File: config.mk
export PLATFORM = sky130hd
export DESIGN_NAME = regex_dot_star_matcher_unit
export DESIGN_NICKNAME = d
export VERILOG_FILES = /design/src/rtl/core/rdsm_pkg.sv /design/src/rtl/core/rdsm_cell.sv /design/src/rtl/core/regex_dot_star_matcher_unit.sv
export SDC_FILE = /design/constraint.sdc
export NUM_CORES = 1
export LEC_CHECK = 0
export CAP_MARGIN = 20
export CORE_MARGIN = 2
export CORE_UTILIZATION = 62
export CTS_BUF_LIST = sky130_fd_sc_hd__clkbuf_8
export DETAILED_ROUTE_END_ITERATION = 16
export DONT_BUFFER_PORTS = 1
export PLACE_DENSITY = 0.78
export SYNTH_ARGS = -nofsm -noshare
export SYNTH_HDL_FRONTEND = slang
export SYNTH_SLANG_ARGS = --single-unit
File: constraint.sdc
create_clock -name clock -period 11.6 [get_ports clock]
set_clock_uncertainty 0.05 [all_clocks]
set_input_delay 1.16 -clock clock [delete_from_list [all_inputs] [get_ports clock]]
set_output_delay 1.16 -clock clock [all_outputs]
set_load 0.01 [all_outputs]
File: src/rtl/core/rdsm_pkg.sv
// rdsm_pkg: shared types and codes for the dot-star pattern matcher
// used by rdsm_cell and regex_dot_star_matcher_unit; no dependencies
`timescale 1ns / 1ps

package rdsm_pkg;

   // item kinds carried on req_tuser
   localparam logic [1:0] KIND_CLEAR  = 2'd0;
   localparam logic [1:0] KIND_APPEND = 2'd1;
   localparam logic [1:0] KIND_BEGIN  = 2'd2;
   localparam logic [1:0] KIND_TEXT   = 2'd3;

   localparam int SYMBOL_WIDTH = 8;

   // control broadcast from the top level to every cell
   typedef struct packed {
      logic                    restart;   // rebuild active set from position 0
      logic                    take;      // advance active set by one text byte
      logic [SYMBOL_WIDTH-1:0] symbol;    // text byte or element byte
      logic                    any_char;  // element being appended is a dot
      logic                    repeat_req; // element being appended is starred
   } cell_ctl_type;

endpackage

File: src/rtl/core/rdsm_cell.sv
// rdsm_cell: one pattern element plus the active bit of the position after it
// depends on rdsm_pkg for the broadcast control struct
`timescale 1ns / 1ps

module rdsm_cell (
   input  logic                  clock,
   input  logic                  reset,
   input  rdsm_pkg::cell_ctl_type ctl,
   input  logic                  wr_en,        // store the element in this cell
   input  logic                  old_prev,     // active bit of previous position, before update
   input  logic                  closed_prev,  // active bit of previous position, after update
   output logic                  old_out,      // this cell's active bit, before update
   output logic                  closed_out    // this cell's active bit, after update
);

   logic [rdsm_pkg::SYMBOL_WIDTH-1:0] char_ff;
   logic                              any_ff;
   logic                              star_ff;
   logic                              act_ff;
   logic                              act_in;
   logic                              eff_star;
   logic                              hit;
   logic                              step;

   // star flag as seen this cycle: a write in flight takes effect at once
   assign eff_star = wr_en ? ctl.repeat_req : star_ff;
   assign hit      = any_ff || (char_ff == ctl.symbol);
   // consume one byte: starred loops in place, plain advances from the left
   assign step     = hit && (star_ff ? act_ff : old_prev);

   // next active bit with the empty-step ripple from the left neighbor
   always_comb begin
      if (ctl.restart) begin
         act_in = eff_star && closed_prev;
      end else if (ctl.take) begin
         act_in = step || (star_ff && closed_prev);
      end else begin
         act_in = act_ff;
      end
   end

   assign old_out    = act_ff;
   assign closed_out = act_in;

   // active bit
   always_ff @(posedge clock) begin
      if (reset) begin
         act_ff <= 1'b0;
      end else begin
         act_ff <= act_in;
      end
   end

   // element store, written on append only
   always_ff @(posedge clock) begin
      if (wr_en) begin
         char_ff <= ctl.symbol;
         any_ff  <= ctl.any_char;
         star_ff <= ctl.repeat_req;
      end
   end

endmodule

File: src/rtl/core/regex_dot_star_matcher_unit.sv
// regex_dot_star_matcher_unit: whole-text matcher for literal, dot and star patterns
// depends on rdsm_pkg and rdsm_cell (one cell per pattern element)
`timescale 1ns / 1ps
//
//  channel  | direction | tdata (low bit up)                          | tuser
//  ---------+-----------+---------------------------------------------+-----------
//  req_     | in        | symbol[7:0], any_char[8], repeat_req[9], 0s  | kind[1:0]
//  rsp_     | out       | matched[0], overflow[1], pattern_length[7:2] | none
//
//  one transaction per cycle while rsp_tready is high; result valid the next cycle
//  active-set update and empty-step ripple through the cell row are combinational
//  the result register lets a new transaction enter while the last result is being taken
//  rsp_tready low holds the result and stalls req_ only while the register is full
//  synchronous reset: empty pattern, only position 0 active, no result pending

module regex_dot_star_matcher_unit #(
   parameter int MAX_ELEMENTS = 32
) (
   input  logic        clock,
   input  logic        reset,
   input  logic        req_tvalid,
   output logic        req_tready,
   input  logic [15:0] req_tdata,   // symbol[7:0], any_char[8], repeat_req[9], zero pad
   input  logic [1:0]  req_tuser,   // kind[1:0]
   output logic        rsp_tvalid,
   input  logic        rsp_tready,
   output logic [7:0]  rsp_tdata    // matched[0], overflow[1], pattern_length[7:2]
);

   localparam int CW = $clog2(MAX_ELEMENTS + 1);

   logic                  accept;
   logic [1:0]            kind;
   logic                  full;
   logic [CW-1:0]         count_ff;
   logic [CW-1:0]         count_in;
   logic                  pos0_ff;
   logic                  pos0_in;
   logic                  rsp_valid_ff;
   logic [7:0]            rsp_data_ff;
   logic [7:0]            rsp_data_in;
   logic                  overflow;
   logic                  matched;
   logic [CW+5:0]         count_wide;
   logic [MAX_ELEMENTS:0] old_pos;
   logic [MAX_ELEMENTS:0] closed_pos;
   rdsm_pkg::cell_ctl_type ctl;

   // handshake
   assign req_tready = !rsp_valid_ff || rsp_tready;
   assign accept     = req_tvalid && req_tready;
   assign kind       = req_tuser;
   assign full       = (count_ff == CW'(MAX_ELEMENTS));
   assign overflow   = (kind == rdsm_pkg::KIND_APPEND) && full;

   // control broadcast to the cell row
   always_comb begin
      ctl.symbol     = req_tdata[7:0];
      ctl.any_char   = req_tdata[8];
      ctl.repeat_req = req_tdata[9];
      ctl.restart    = 1'b0;
      ctl.take       = 1'b0;
      if (accept) begin
         case (kind)
            rdsm_pkg::KIND_CLEAR:  ctl.restart = 1'b1;
            rdsm_pkg::KIND_APPEND: ctl.restart = !full;
            rdsm_pkg::KIND_BEGIN:  ctl.restart = 1'b1;
            rdsm_pkg::KIND_TEXT:   ctl.take    = 1'b1;
            default:               ctl.restart = 1'b0;
         endcase
      end
   end

   // element count
   always_comb begin
      count_in = count_ff;
      if (accept && kind == rdsm_pkg::KIND_CLEAR) begin
         count_in = '0;
      end else if (accept && kind == rdsm_pkg::KIND_APPEND && !full) begin
         count_in = count_ff + CW'(1);
      end
   end

   // start position
   always_comb begin
      if (ctl.restart) begin
         pos0_in = 1'b1;
      end else if (ctl.take) begin
         pos0_in = 1'b0;
      end else begin
         pos0_in = pos0_ff;
      end
   end

   assign old_pos[0]    = pos0_ff;
   assign closed_pos[0] = pos0_in;

   // row of cells, one per pattern element
   for (genvar i = 0; i < MAX_ELEMENTS; i++) begin : g_cell
      logic wr_en;
      assign wr_en = accept && (kind == rdsm_pkg::KIND_APPEND) && (count_ff == CW'(i));
      rdsm_cell u_cell (
         .clock       (clock),
         .reset       (reset),
         .ctl         (ctl),
         .wr_en       (wr_en),
         .old_prev    (old_pos[i]),
         .closed_prev (closed_pos[i]),
         .old_out     (old_pos[i+1]),
         .closed_out  (closed_pos[i+1])
      );
   end

   // result: active bit at the end of the pattern
   assign matched     = closed_pos[count_in];
   assign count_wide  = {6'd0, count_in};
   assign rsp_data_in = {count_wide[5:0], overflow, matched};

   // control registers
   always_ff @(posedge clock) begin
      if (reset) begin
         count_ff     <= '0;
         pos0_ff      <= 1'b1;
         rsp_valid_ff <= 1'b0;
      end else begin
         count_ff <= count_in;
         pos0_ff  <= pos0_in;
         if (accept) begin
            rsp_valid_ff <= 1'b1;
         end else if (rsp_tready) begin
            rsp_valid_ff <= 1'b0;
         end
      end
   end

   // result payload
   always_ff @(posedge clock) begin
      if (accept) begin
         rsp_data_ff <= rsp_data_in;
      end
   end

   assign rsp_tvalid = rsp_valid_ff;
   assign rsp_tdata  = rsp_data_ff;

   // checks
   a_count_bound : assert property (@(posedge clock) disable iff (reset)
      count_ff <= CW'(MAX_ELEMENTS))
      else $error("element count beyond store depth");

   a_clear_empties : assert property (@(posedge clock) disable iff (reset)
      accept && kind == rdsm_pkg::KIND_CLEAR |=> count_ff == '0)
      else $error("clear did not empty the pattern");

   a_text_leaves_start : assert property (@(posedge clock) disable iff (reset)
      accept && kind == rdsm_pkg::KIND_TEXT |=> !pos0_ff)
      else $error("start position still active after a text byte");

   a_overflow_only_full : assert property (@(posedge clock) disable iff (reset)
      rsp_valid_ff && rsp_data_ff[1] |-> full)
      else $error("overflow reported with room in the store");

   a_restart_sets_start : assert property (@(posedge clock) disable iff (reset)
      ctl.restart |=> pos0_ff)
      else $error("restart did not activate the start position");

endmodule

Word level (Yosys, flattened, before mapping)
Cells that the tools add are included.
- output and inout bits: 10
- bits of input ports: 22
- logic and storage cells: 544
- bits in registers: 368
- multiplexer cells: 139
- $lt $le $gt $ge: 1
- equal/unequal tests: 67
- add/subtract/negate cells: 1
- reductions and logical operators: 204
- operators with widths (kind ; number):
    $eq 8x8->1 ; 32
    $mux 1 ; 134
    $logic_and 1x1->1 ; 133
    $eq 6x5->1 const B ; 16
    $logic_or 1x1->1 ; 65
    $eq 6x4->1 const B ; 8
    $eq 6x3->1 const B ; 4
    $eq 6x2->1 const B ; 2
    $mux 6 ; 2
    $lt 6x7->1 const B ; 1
    $add 6x1->6 const B ; 1
    $bmux 1 s6 ; 1
    $eq 6x1->1 const B ; 1
    $eq 6x6->1 const B ; 1
    $logic_not 6->1 ; 1
    $eq 2x2->1 const B ; 2
    $eq 2x1->1 const B ; 1
    $logic_not 1->1 ; 2
    $logic_not 2->1 ; 1
    $mux 2 ; 1
    $pmux 1 s2 ; 1
    $reduce_bool 2->1 ; 1
    $reduce_or 2->1 ; 1

Longest topological paths before layout
Gate-level depths: netlist of run 1.
- depth in word-level cells: 136
- gate-level depth with buffers: 19
- gate-level depth less buffers: 17

By module
A second synthesis of run 1 with hierarchy kept.
- cell total of the unflattened synthesis: 1327
- area, all modules: 17239.0 µm²
- modules (own cells, without submodules) (module ; area an instance (µm²) ; instances ; cells an instance ; seq. area each (µm²)):
    rdsm_cell ; 489.2 ; 32 ; 35 ; 310.3
    regex_dot_star_matcher_unit ; 1584.0 ; 1 ; 207 ; 400.4

Least setup slack after synthesis of run 1
No wires, ideal clock.
- path kind: input -> register
- start point: in req_tuser[1]
- end point: reg rsp_data_ff[0], in the netlist rsp_tdata[0] (data pin)
- data required time: 11.289 ns
- library setup time: 0.261 ns
- path buffers: 1
- setup slack: 6.694 ns
- arrival time: 4.595 ns
- stages on the path: 15
- path through: nor4b_4 -> and3_1 -> clkbuf_1 -> and3_1 -> mux2_2 -> a21oi_1 -> nand2_1 -> a21oi_1 -> nor3_1 -> a211oi_2 -> o21ai_1 -> a21oi_1 -> a2111oi_2 -> or3b_1 -> nand3b_1
- elaborated cells between the ends (all ways): 241
- classes of those cells: eq/ne: 3; mux: 105; reduce/logical: 133
- RTL lines (item ; RTL line ; RTL):
    start, declared ; regex_dot_star_matcher_unit.sv:24 ; input logic [1:0] req_tuser,
    $eq 2x1->1 (*) ; regex_dot_star_matcher_unit.sv:101 ; assign wr_en = accept && (kind == rdsm_pkg::KIND_APPEND) && (count_ff == CW'(i));
    $logic_and 1x1->1 (*) (2 in series) ; regex_dot_star_matcher_unit.sv:101 ;
    via g_cell[14].u_cell.wr_en ; rdsm_cell.sv:9 ; input logic wr_en,
    $mux 1 (*) ; -- ;
    via g_cell[14].u_cell.eff_star ; rdsm_cell.sv:21 ; logic eff_star;
    $logic_and 1x1->1 (*) ; rdsm_cell.sv:34 ; act_in = eff_star && closed_prev;
    $mux 1 (*) ; rdsm_cell.sv:33 ; if (ctl.restart) begin
    $logic_and 1x1->1 ; rdsm_cell.sv:36 ; act_in = step || (star_ff && closed_prev);
    [62 not listed] ; -- ;
    $mux 1 ; rdsm_cell.sv:33 ;
    $logic_and 1x1->1 ; rdsm_cell.sv:36 ;
    $logic_or 1x1->1 ; rdsm_cell.sv:36 ;
    $mux 1 ; rdsm_cell.sv:35 ; end else if (ctl.take) begin
    $mux 1 ; rdsm_cell.sv:33 ;
    $bmux 1 s6 (*) ; regex_dot_star_matcher_unit.sv:115 ; assign matched = closed_pos[count_in];
    $mux 1 (implied by the code) (*) ; regex_dot_star_matcher_unit.sv:115 ;
    via matched ; regex_dot_star_matcher_unit.sv:43 ; logic matched;
    end signal, assigned ; regex_dot_star_matcher_unit.sv:139 ; rsp_data_ff <= rsp_data_in;
    end, declared ; regex_dot_star_matcher_unit.sv:40 ; logic [7:0] rsp_data_ff;
The timed path passes the listed nets; every way through them passes the cells marked *. The select of a mux whose other input is x is not followed.
A chain may end at the register's enable or synchronous reset.

Worst setup path after layout of run 1
- start point: reg count_ff[0]
- end point: reg rsp_data_ff[0], in the netlist rsp_tdata[0] (data pin)
- longest elaborated chain between the ends: 135
- elaborated cells between the ends (all ways): 267
- classes of those cells: add/sub: 1; eq/ne: 32; mux: 103; reduce/logical: 131
- ends and longest elaborated chain (item ; RTL line ; RTL):
    start, declared ; regex_dot_star_matcher_unit.sv:35 ; logic [CW-1:0] count_ff;
    start signal, assigned ; regex_dot_star_matcher_unit.sv:126 ; count_ff <= count_in;
    $eq 6x6->1 ; regex_dot_star_matcher_unit.sv:53 ; assign full = (count_ff == CW'(MAX_ELEMENTS));
    $logic_not 1->1 ; regex_dot_star_matcher_unit.sv:66, regex_dot_star_matcher_unit.sv:79 ;
    $pmux 1 s2 ; regex_dot_star_matcher_unit.sv:64 ; case (kind)
    $mux 2 ; regex_dot_star_matcher_unit.sv:63 ; if (accept) begin
    $mux 1 ; regex_dot_star_matcher_unit.sv:86 ; if (ctl.restart) begin
    $logic_and 1x1->1 ; rdsm_cell.sv:36 ;
    $logic_or 1x1->1 ; rdsm_cell.sv:36 ;
    $mux 1 ; rdsm_cell.sv:35 ;
    [120 not listed] ; -- ;
    $mux 1 ; rdsm_cell.sv:33 ;
    $logic_and 1x1->1 ; rdsm_cell.sv:36 ;
    $logic_or 1x1->1 ; rdsm_cell.sv:36 ;
    $mux 1 ; rdsm_cell.sv:35 ;
    $mux 1 ; rdsm_cell.sv:33 ;
    $bmux 1 s6 (*) ; regex_dot_star_matcher_unit.sv:115 ;
    $mux 1 (implied by the code) (*) ; regex_dot_star_matcher_unit.sv:115 ;
    via matched ; regex_dot_star_matcher_unit.sv:43 ;
Marked as above.

==> results of run 1 <==
==> where the power goes <==
part	internal, uW	switching, uW	leakage (uW)
Combinational	38.5	53.6	0.00282
Clock	516	486	0.000610
Sequential	1430	5.22	0.00325
==> through the flow <==
step	hold slack [ns]	power [uW]	cells
floorplan	0.409	1560	1440
global placement	0.443	1550	1749
finish	0.467	2530	1855
detailed placement	0.444	1550	1749
global route	0.499	2610	1855
CTS	0.464	2550	1855
==> cell type report <==
class / instances / share of cell area (%)
clock buffers: 59 / 4.34
clock inverters: 47 / 1.34
inverters: 55 / 1.10
multi-input cells: 942 / 35.3
flip-flops and latches: 368 / 55.2
well taps: 378 / 2.53
repair buffers: 6 / 0.241
==> synth_stat cells, drive strengths merged, types with 19 or more instances <==
cell type  number
edfxtp        296
xor2          243
nor2           95
a21oi          83
dfxtp          72
nor4           60
o21ai          59
inv            54
buf            49
nand2          49
clkbuf         26
mux2i          26
nor3           22
nand3          20
and3           19
==> critical path, cell delays in order, from the launching register on <==
cell and delay (ns):
dfxtp_1 0.36, inv_1 0.11, ha_1 0.59, or3b_4 0.49, nor3_2 0.35, or2_1 0.68, buf_4 0.42, nor2_1 0.12
a32oi_1 0.31, a311oi_1 0.15, o22ai_1 0.35, nor3_1 0.15, a21oi_1 0.34, o21ai_1 0.19, nor3_1 0.27, a2111oi_2 0.08
or3b_1 0.37, nand3b_1 0.16
==> logic make-up after synthesis <==
family	after synthesis	synth area share, %
flops	368	59.1
simple gates	366	11.4
compound gates	269	10.4
buf+inv	130	3.25
fa+ha+maj	4	0.286
mux	43	2.58
xor+xnor	260	13.0
==> metal layers <==
layer  up-vias  GRT usage (%)  wire, um
met3        82           4.92      2470
met4         0           9.90       985
met5         -              0         0
met2       411           39.6     17100
met1      5499           35.3     16200
li1       5263              -         -
==> cells in the final DEF (no fill, tap or decap), types with 20 or more instances in the layout <==
master,count
a21oi_1,83
clkbuf_8,59
dfxtp_1,72
edfxtp_1,296
inv_1,70
mux2i_1,26
nand2_1,48
nand3_1,20
nor2_1,94
nor4_1,60
o21ai_0,53
xor2_1,243
==> worst paths after layout <==
path | cells past startpoint | to | slack (ns)
worst max register to register | 17 | rsp_tdata[0]$_DFFE_PP_ | 5.80
worst min register to register | 2 | pos0_ff$_SDFF_PP1_ | 0.47
worst min-delay path | 2 | pos0_ff$_SDFF_PP1_ | 0.47
worst max-delay path | 17 | rsp_tdata[0]$_DFFE_PP_ | 5.80
==> sequential cells by signal, summed over array words and instances, names as in the netlist <==
signal and cells:
count_ff 6, rsp_tdata 8, g_cell.u_cell.char_ff 256, rsp_tvalid 1, g_cell.u_cell.any_ff 32, g_cell.u_cell.old_out 32
pos0_ff 1, g_cell.u_cell.star_ff 32
==> impl_metrics.tcl, run 1 <==
set metrics [dict create \
    status "finished clean" \
    wirelength_um 36800 \
    yosysUniqueCellTypes 86 \
    syn_inst 1440 \
    hold_buffers 0 \
    root_buffer "clkbuf_8" \
    yosys.area.top_type_share_pct 50.8 \
    crit_type "flip-flop to flip-flop" \
    start_util_pct 62.9 \
    startpoint_type "flip-flop" \
    n_antenna_cell 0 \
    drc_errors 0 \
    grt_setup_unrepaired "false" \
    avgSynthCellArea_um2 12.1 \
    fillCellCount 1957 \
    ir_worst_vdd_mv 0.148 \
    slew_viol_final 0 \
    crit_path_end_kind "flip-flop" \
    track_usage_pct 25.3 \
    cts_setup_buffers 0 \
    regArea_um2 10300 \
    multi_input_area_um2 6600 \
    grt_pass1_vias 10909 \
    ant_nets 0 \
    synth-edff-count 296 \
    slew_headroom_pct 48.0 \
    cts_resized 0 \
    dpl_cell_area_um2 17700 \
    clkSlewWorstSetupHoldPaths_ns 0.06 \
    synth_area_um2 17500 \
    fmax_ghz 0.172 \
    drive_gt1_share_pct 8.73 \
    cts_buffers 56 \
    worstPathRequired_ns 11.89 \
    die_width_um 172 \
    grt_max_degree 65 \
    min_period_over_period_pct 50.0 \
    crit_path_start "count_ff[0]$_SDFF_PP0_" \
    ys_ff_latch 368 \
    synth_top_cell_by_area "edfxtp_1" \
    clk_path_buf_depth 3 \
    worstHoldStart "pos0_ff$_SDFF_PP1_" \
    grt_pass1_wl_um 58000 \
    setup_violations 0 \
    nNetsFinal 1455 \
    via_count 11255 \
    cp.arrival_ns 6.09 \
    gp_congestion 0.942 \
    period_needed_ns 5.80 \
    p_per_area_nw_per_um2 135 \
    num_rows 61 \
    setup_ws_ns 5.80 \
    crit_fanout 23 \
    core_area_um2 27800 \
    hold_path_class "flip-flop to flip-flop" \
    antenna_found_initial 0 \
    htreeDepth 2 \
    die-height_um 172 \
    worst_slew_pin_slew_ns 0.780 \
    ios 32 \
    async_flop_share_pct 0 \
    port_buffers 0 \
    syn_nets 1466 \
    synth-warning-count 0 \
    pre_cts_ws_ns 5.72 \
    ys.flop_type "edfxtp_1" \
    postLayoutCoreUtil_pct 67.4 \
    synthTopCellsByArea "edfxtp_1, xor2_1, dfxtp_1" \
    vias_per_cell 6.07 \
    post_drt_wl_per_cell_um 19.8 \
    cts_sinks 368 \
    first_pass_iters 6 \
    overflow 0 \
    clock_latency_ns 0.60 \
    dieArea_um2 29600 \
    fin_tns_setup_ns 0 \
    cts_tree "yes" \
    p_leak_uw 0.00668 \
    syn_to_final_growth_pct 7.04 \
    dpl.hpwl_um 21600 \
    drtIter0Drc 890 \
    maxCapViolCount 0 \
    design_area_um2 18700 \
    r2r_start "count_ff[0]$_SDFF_PP0_" \
    yosysSeqAreaShare_pct 59.1 \
    hold_violations 0 \
]
Note: power is estimated with default switching activity, not from simulation.
==> inputs of run 2 (changes only) <==
Clock period 11.6 ns to 5.9 ns, I/O delays scaled along.
==> run 2 against run 1 <==
Against the previous run: worst hold slack lost 0.44 ns; utilization shrank 0.12 points; worst setup slack got worse by 4.9 ns; critical path depth stayed put; highest routed layer unchanged; largest power group unchanged; register-to-register slack lost 4.9 ns; combinational power is 100% higher.
==> impl_metrics.tcl, run 2 (same netlist as run 1, synthesis figures left out) <==
set metrics [dict create \
    status "finished clean" \
    grt_use_met2_pct 40.2 \
    worstPathRequired_ns 6.17 \
    cts_resized 0 \
    core_area_um2 27800 \
    htreeDepth 2 \
    met3_usage_pct 4.67 \
    hold_path_class "input port to flip-flop" \
    layout_commonest_cell "edfxtp_1" \
    largest-register "g_cell.u_cell.char_ff" \
    pre_cts_ws_ns 0.916 \
    crit_fanout 30 \
    clock_latency_ns 0.57 \
    die_width_um 172 \
    drive_gt1_share_pct 8.54 \
    crit_end "rsp_tdata[0]$_DFFE_PP_" \
    fmax_ghz 0.201 \
    cts_tree "yes" \
    grt_setup_unrepaired "false" \
    cts_sinks 368 \
    cp.arrival_ns 5.25 \
    final_cell_mix "edfxtp_1, xor2_1, nor2_1" \
    fillCellCount 2055 \
    p_leak_uw 0.00669 \
    r2r_setup_slack_ns 0.92 \
    largest_register_ffs 256 \
    die-height_um 172 \
    antenna_found_initial 0 \
    setup_violations 0 \
    crit_path_start "count_ff[0]$_SDFF_PP0_" \
    post_drt_wl_per_cell_um 19.6 \
    grt-busiest-layer "met2" \
    slew_viol_final 0 \
    seqPwrFrac_pct 58.6 \
    r2r_end "rsp_tdata[0]$_DFFE_PP_" \
    first_pass_iters 7 \
    slew_headroom_pct 46.0 \
    root_buffer "clkbuf_8" \
    crit_path_end_kind "flip-flop" \
    p_sw_uw 1020 \
    gp_congestion 0.936 \
    ir_worst_vdd_mv 0.290 \
    port_buffers 0 \
    fin_tns_setup_ns 0 \
    syn_to_final_growth_pct 6.85 \
    met1_usage_pct 35.0 \
    overflow 0 \
    maxCapViolCount 0 \
    clkSlewWorstSetupHoldPaths_ns 0.07 \
    cts_buffers 54 \
    dieArea_um2 29600 \
    grt_pass1_wl_um 58100 \
    ios 32 \
    p_sw_share_pct 21.1 \
    period_needed_ns 4.98 \
    grt_pass1_vias 11025 \
    r2r_cells 17 \
    grt_max_degree 65 \
    power_frac_comb_pct 3.8 \
    track_usage_pct 25.2 \
    clockPowerShare_pct 37.6 \
    crit_type "flip-flop to flip-flop" \
    r2r_start "count_ff[0]$_SDFF_PP0_" \
    hold_buffers 0 \
    vias_per_cell 6.02 \
    clk_path_buf_depth 3 \
    via_count 11163 \
    drc_errors 0 \
    startpoint_type "flip-flop" \
    worstHoldStart "reset" \
    num_rows 61 \
    min_period_over_period_pct 84.4 \
    start_util_pct 62.9 \
    cts_setup_buffers 0 \
    p_int_uw 3800 \
    setup_ws_ns 0.923 \
    drtIter0Drc 1035 \
    n_antenna_cell 0 \
    dpl.hpwl_um 22000 \
    wirelength_um 36300 \
    ant_nets 0 \
    nNetsFinal 1462 \
    p_per_area_nw_per_um2 258 \
    worst_slew_pin_slew_ns 0.806 \
    hold_violations 0 \
]
## run 2: worst min-delay path by stage
stage / endpoint / slack, ns / cells after the start
global route: g_cell[1].u_cell.old_out$_SDFF_PP0_ / 0.003 / 1
detailed placement: pos0_ff$_SDFF_PP1_ / 0.45 / 2
global placement: pos0_ff$_SDFF_PP1_ / 0.44 / 2
finish: count_ff[1]$_SDFF_PP0_ / 0.03 / 1
floorplan: pos0_ff$_SDFF_PP1_ / 0.41 / 2
CTS: count_ff[1]$_SDFF_PP0_ / 0.005 / 1
## run 2: final cells by class
type	count	area, um2	share of cell area, %
clock buffer	59	812	4.35
clock inverter	37	146	0.784
inverter	55	206	1.11
multi-input combinational	942	6600	35.3
sequential	368	10300	55.3
tap	378	473	2.53
timing repair buffer	15	115	0.616
## run 2: power groups by stage
stage                     Combinational [uW]  Clock, uW  Sequential, uW
after floorplan                          191          0            2880
after global placement                   175          0            2880
after detailed placement                 180          0            2880
after CTS                                181       1850            2820
after global routing                     203       1970            2820
final                                    184       1810            2820
## run 2: worst max-delay path: stages (launching register included)
cell and delay [ns]:
dfxtp_1 0.44, inv_1 0.10, ha_1 0.23, or3b_4 0.27, nor3_2 0.08, nor2_4 0.60, buf_4 0.43, nor2_1 0.09
a21oi_1 0.26, nand2_1 0.09, a21oi_1 0.49, nor3_1 0.18, a21oi_1 0.35, o21ai_1 0.19, nor3_1 0.24, a2111oi_2 0.08
or3b_1 0.38, nand3b_1 0.17
## run 2: metrics by stage
step	instances	util [%]	hold slack (ns)	total power [uW]	instance area [um2]
final	1854	67.2	0.0287	4820	18700
after global routing	1854	67.2	0.00306	4990	18700
after CTS	1853	67.2	0.00497	4850	18700
after detailed placement	1757	63.8	0.452	3060	17700
after global placement	1757	63.8	0.437	3050	17700
after floorplan	1440	-	0.409	3070	17500
## run 2: routing by layer
metal / part of all wire, % / routed length, um / vias up
met3: 6.7 / 2440 / 79
li1: - / - / 5285
met1: 44 / 16100 / 5395
met4: 2.5 / 924 / 0
met5: 0 / 0 / -
met2: 46 / 16800 / 404
==> inputs of run 3 (changes only) <==
Clock period 5.9 ns to 5.08 ns, I/O delays scaled along.
==> run 3 against run 2 <==
Against the previous run: final cell count is 2.3% higher; sequential power is 16% higher; global-route usage is 4.8 points higher; critical path depth stayed put; non-clock buffer count is 37 higher; combinational power is 68% higher; maximum frequency is 2.7% higher.
==> impl_metrics.tcl, run 3 (same netlist as run 1, synthesis figures left out) <==
set metrics [dict create \
    grt_max_degree 41 \
    postLayoutCoreUtil_pct 69.0 \
    r2r_start "count_ff[0]$_SDFF_PP0_" \
    path_buf_inv 2 \
    final_cell_mix "edfxtp_1, xor2_1, nor2_1" \
    p_sw_share_pct 22.2 \
    root_buffer "clkbuf_8" \
    worstHoldStart "req_tdata[9]" \
    post_drt_wl_per_cell_um 22.7 \
    dpl.hpwl_um 22100 \
    hold_path_class "input port to flip-flop" \
    first_pass_iters 5 \
    drc_errors 0 \
    finalNonFillerCells 1897 \
    worst_slew_pin_slew_ns 0.770 \
    port_buffers 0 \
    die-height_um 172 \
    largest-register "g_cell.u_cell.char_ff" \
    clock_latency_ns 0.60 \
    syn_to_final_growth_pct 9.66 \
    grt_pass1_vias 11458 \
    top_layer_used "met4" \
    p_per_area_nw_per_um2 303 \
    clk_path_buf_depth 3 \
    crit_slowest_cell "o32ai_4" \
    largest_register_ffs 256 \
    ios 32 \
    slew_viol_final 0 \
    crit_fanout 9 \
    r2r_setup_slack_ns 0.24 \
    max_stage_delay_ns 0.48 \
    regArea_um2 10300 \
    cp_top_family "compound AO/OA/AOI/OAI gates" \
    r2r_cells 17 \
    htreeDepth 2 \
    min_to "g_cell[4].u_cell.star_ff$_DFF_P_" \
    layout_commonest_cell "edfxtp_1" \
    place_inst 1779 \
    cts_setup_buffers 0 \
    start_util_pct 62.9 \
    dieArea_um2 29600 \
    met2WireLength_um 20500 \
    period_needed_ns 4.84 \
    overflow 0 \
    worstHoldPathCells 2 \
    cts_tree "yes" \
    power_frac_comb_pct 5.3 \
    m1WireLength_um 17700 \
    gp_congestion 0.951 \
    status "finished clean" \
    antenna_found_initial 0 \
    grt_setup_unrepaired "false" \
    p_leak_uw 0.00697 \
    seqPwrFrac_pct 56.5 \
    startpoint_type "flip-flop" \
    worstPathRequired_ns 5.36 \
    drtIter0Drc 1295 \
    wirelength_um 43100 \
    crit_chain "inv_1 -> ha_1 -> buf_4 -> nor3b_1 -> nand4_1 -> mux2i_1 -> o32ai_2 -> o21a_1 -> o31a_1 -> o32ai_4 -> o211ai_2 -> a21oi_1 -> o21ai_1 -> nor3_1 -> a2111oi_2 -> or3b_1 -> nand3b_1" \
    multi_input_area_um2 6600 \
    via_count 11840 \
    nNetsFinal 1500 \
    p_int_uw 4520 \
    ir_worst_vdd_mv 0.311 \
    crit_type "flip-flop to flip-flop" \
    num_rows 61 \
    maxCapViolCount 0 \
    fillCellCount 1978 \
    p_sw_uw 1290 \
    clockPowerShare_pct 38.2 \
    r2r_end "rsp_tdata[0]$_DFFE_PP_" \
    cp.arrival_ns 5.13 \
    vias_per_cell 6.24 \
    ant_nets 0 \
    cts_sinks 368 \
    fin_tns_setup_ns 0 \
    cts_resized 0 \
    die_width_um 172 \
    crit_path_end_kind "flip-flop" \
    track_usage_pct 29.9 \
    slew_headroom_pct 48.5 \
    core_area_um2 27800 \
    wl_met3_um 3420 \
    drive_gt1_share_pct 10.8 \
    clkSlewWorstSetupHoldPaths_ns 0.07 \
    setup_violations 0 \
    fmax_ghz 0.206 \
    min_period_over_period_pct 95.4 \
    hold_violations 0 \
    grt_pass1_wl_um 66200 \
    cts_buffers 55 \
]
[run 3: cell types whose count changed in the layout (fill, tap and decap cells not counted), sizes merged]
cell         previous run  this run
buf                    14        46
inv                    76        83
dlygate4sd3             1         6
clkinv                 15        11
bufinv                  0         1
clkbuf                 59        60
diode                   0         1
[run 3: what timing repair did]
action,in CTS,in global routing
hold endpoints to repair,316,1
hold buffers,15,1
endpoints found under the setup margin,0,0
[run 3: worst reg2reg max path, cell delays in order, from the launching register on]
cell       delay [ns]
dfxtp_1          0.36
inv_1            0.10
ha_1             0.29
buf_4            0.17
nor3b_1          0.23
nand4_1          0.25
mux2i_1          0.31
o32ai_2          0.14
o21a_1           0.16
o31a_1           0.31
o32ai_4          0.48
o211ai_2         0.25
a21oi_1          0.37
o21ai_1          0.21
nor3_1           0.27
a2111oi_2        0.08
or3b_1           0.37
nand3b_1         0.16
[run 3: worst max path at each step]
stage	slack [ns]	cells past startpoint	from	to
after global routing	0.06	16	count_ff[0]$_SDFF_PP0_	rsp_tdata[0]$_DFFE_PP_
after CTS	0.33	16	count_ff[0]$_SDFF_PP0_	rsp_tdata[0]$_DFFE_PP_
after global placement	0.46	16	count_ff[0]$_SDFF_PP0_	rsp_tdata[0]$_DFFE_PP_
final	0.24	17	count_ff[0]$_SDFF_PP0_	rsp_tdata[0]$_DFFE_PP_
after detailed placement	0.38	16	count_ff[0]$_SDFF_PP0_	rsp_tdata[0]$_DFFE_PP_
after floorplan	0.83	15	req_tuser[1]	rsp_tdata[0]$_DFFE_PP_
[run 3: routing by layer]
layer	track usage, %	vias up
li1	-	5371
met1	40.9	5797
met2	48.9	564
met3	4.58	108
met4	11.0	0
met5	0	-
[run 3: per-stage QoR]
stage / cell area, um2 / hold slack (ns) / setup WS, ns / power, uW
global route: 19200 / 0.0360 / 0.0611 / 5980
CTS: 19200 / 0.000568 / 0.328 / 5820
global placement: 17900 / 0.446 / 0.456 / 3550
finish: 19200 / 0.0375 / 0.235 / 5800
floorplan: 17500 / 0.409 / 0.826 / 3560
detailed placement: 17900 / 0.452 / 0.380 / 3560
[run 3: area by class of cell]
cell class / instances / area share [%]
clock inverter: 41 / 1.01
inverter: 55 / 1.08
clock buffer: 60 / 4.31
sequential: 368 / 53.9
multi-input combinational: 942 / 34.4
timing repair buffer: 52 / 2.83
tap: 378 / 2.47
antenna: 1 / 0.0131
[run 3: power groups by stage]
stage | registers, uW | clock network (uW) | logic, uW
floorplan | 3340 | 0 | 222
global placement | 3340 | 0 | 211
detailed placement | 3340 | 0 | 217
CTS | 3280 | 2240 | 303
global route | 3280 | 2370 | 331
finish | 3280 | 2220 | 309
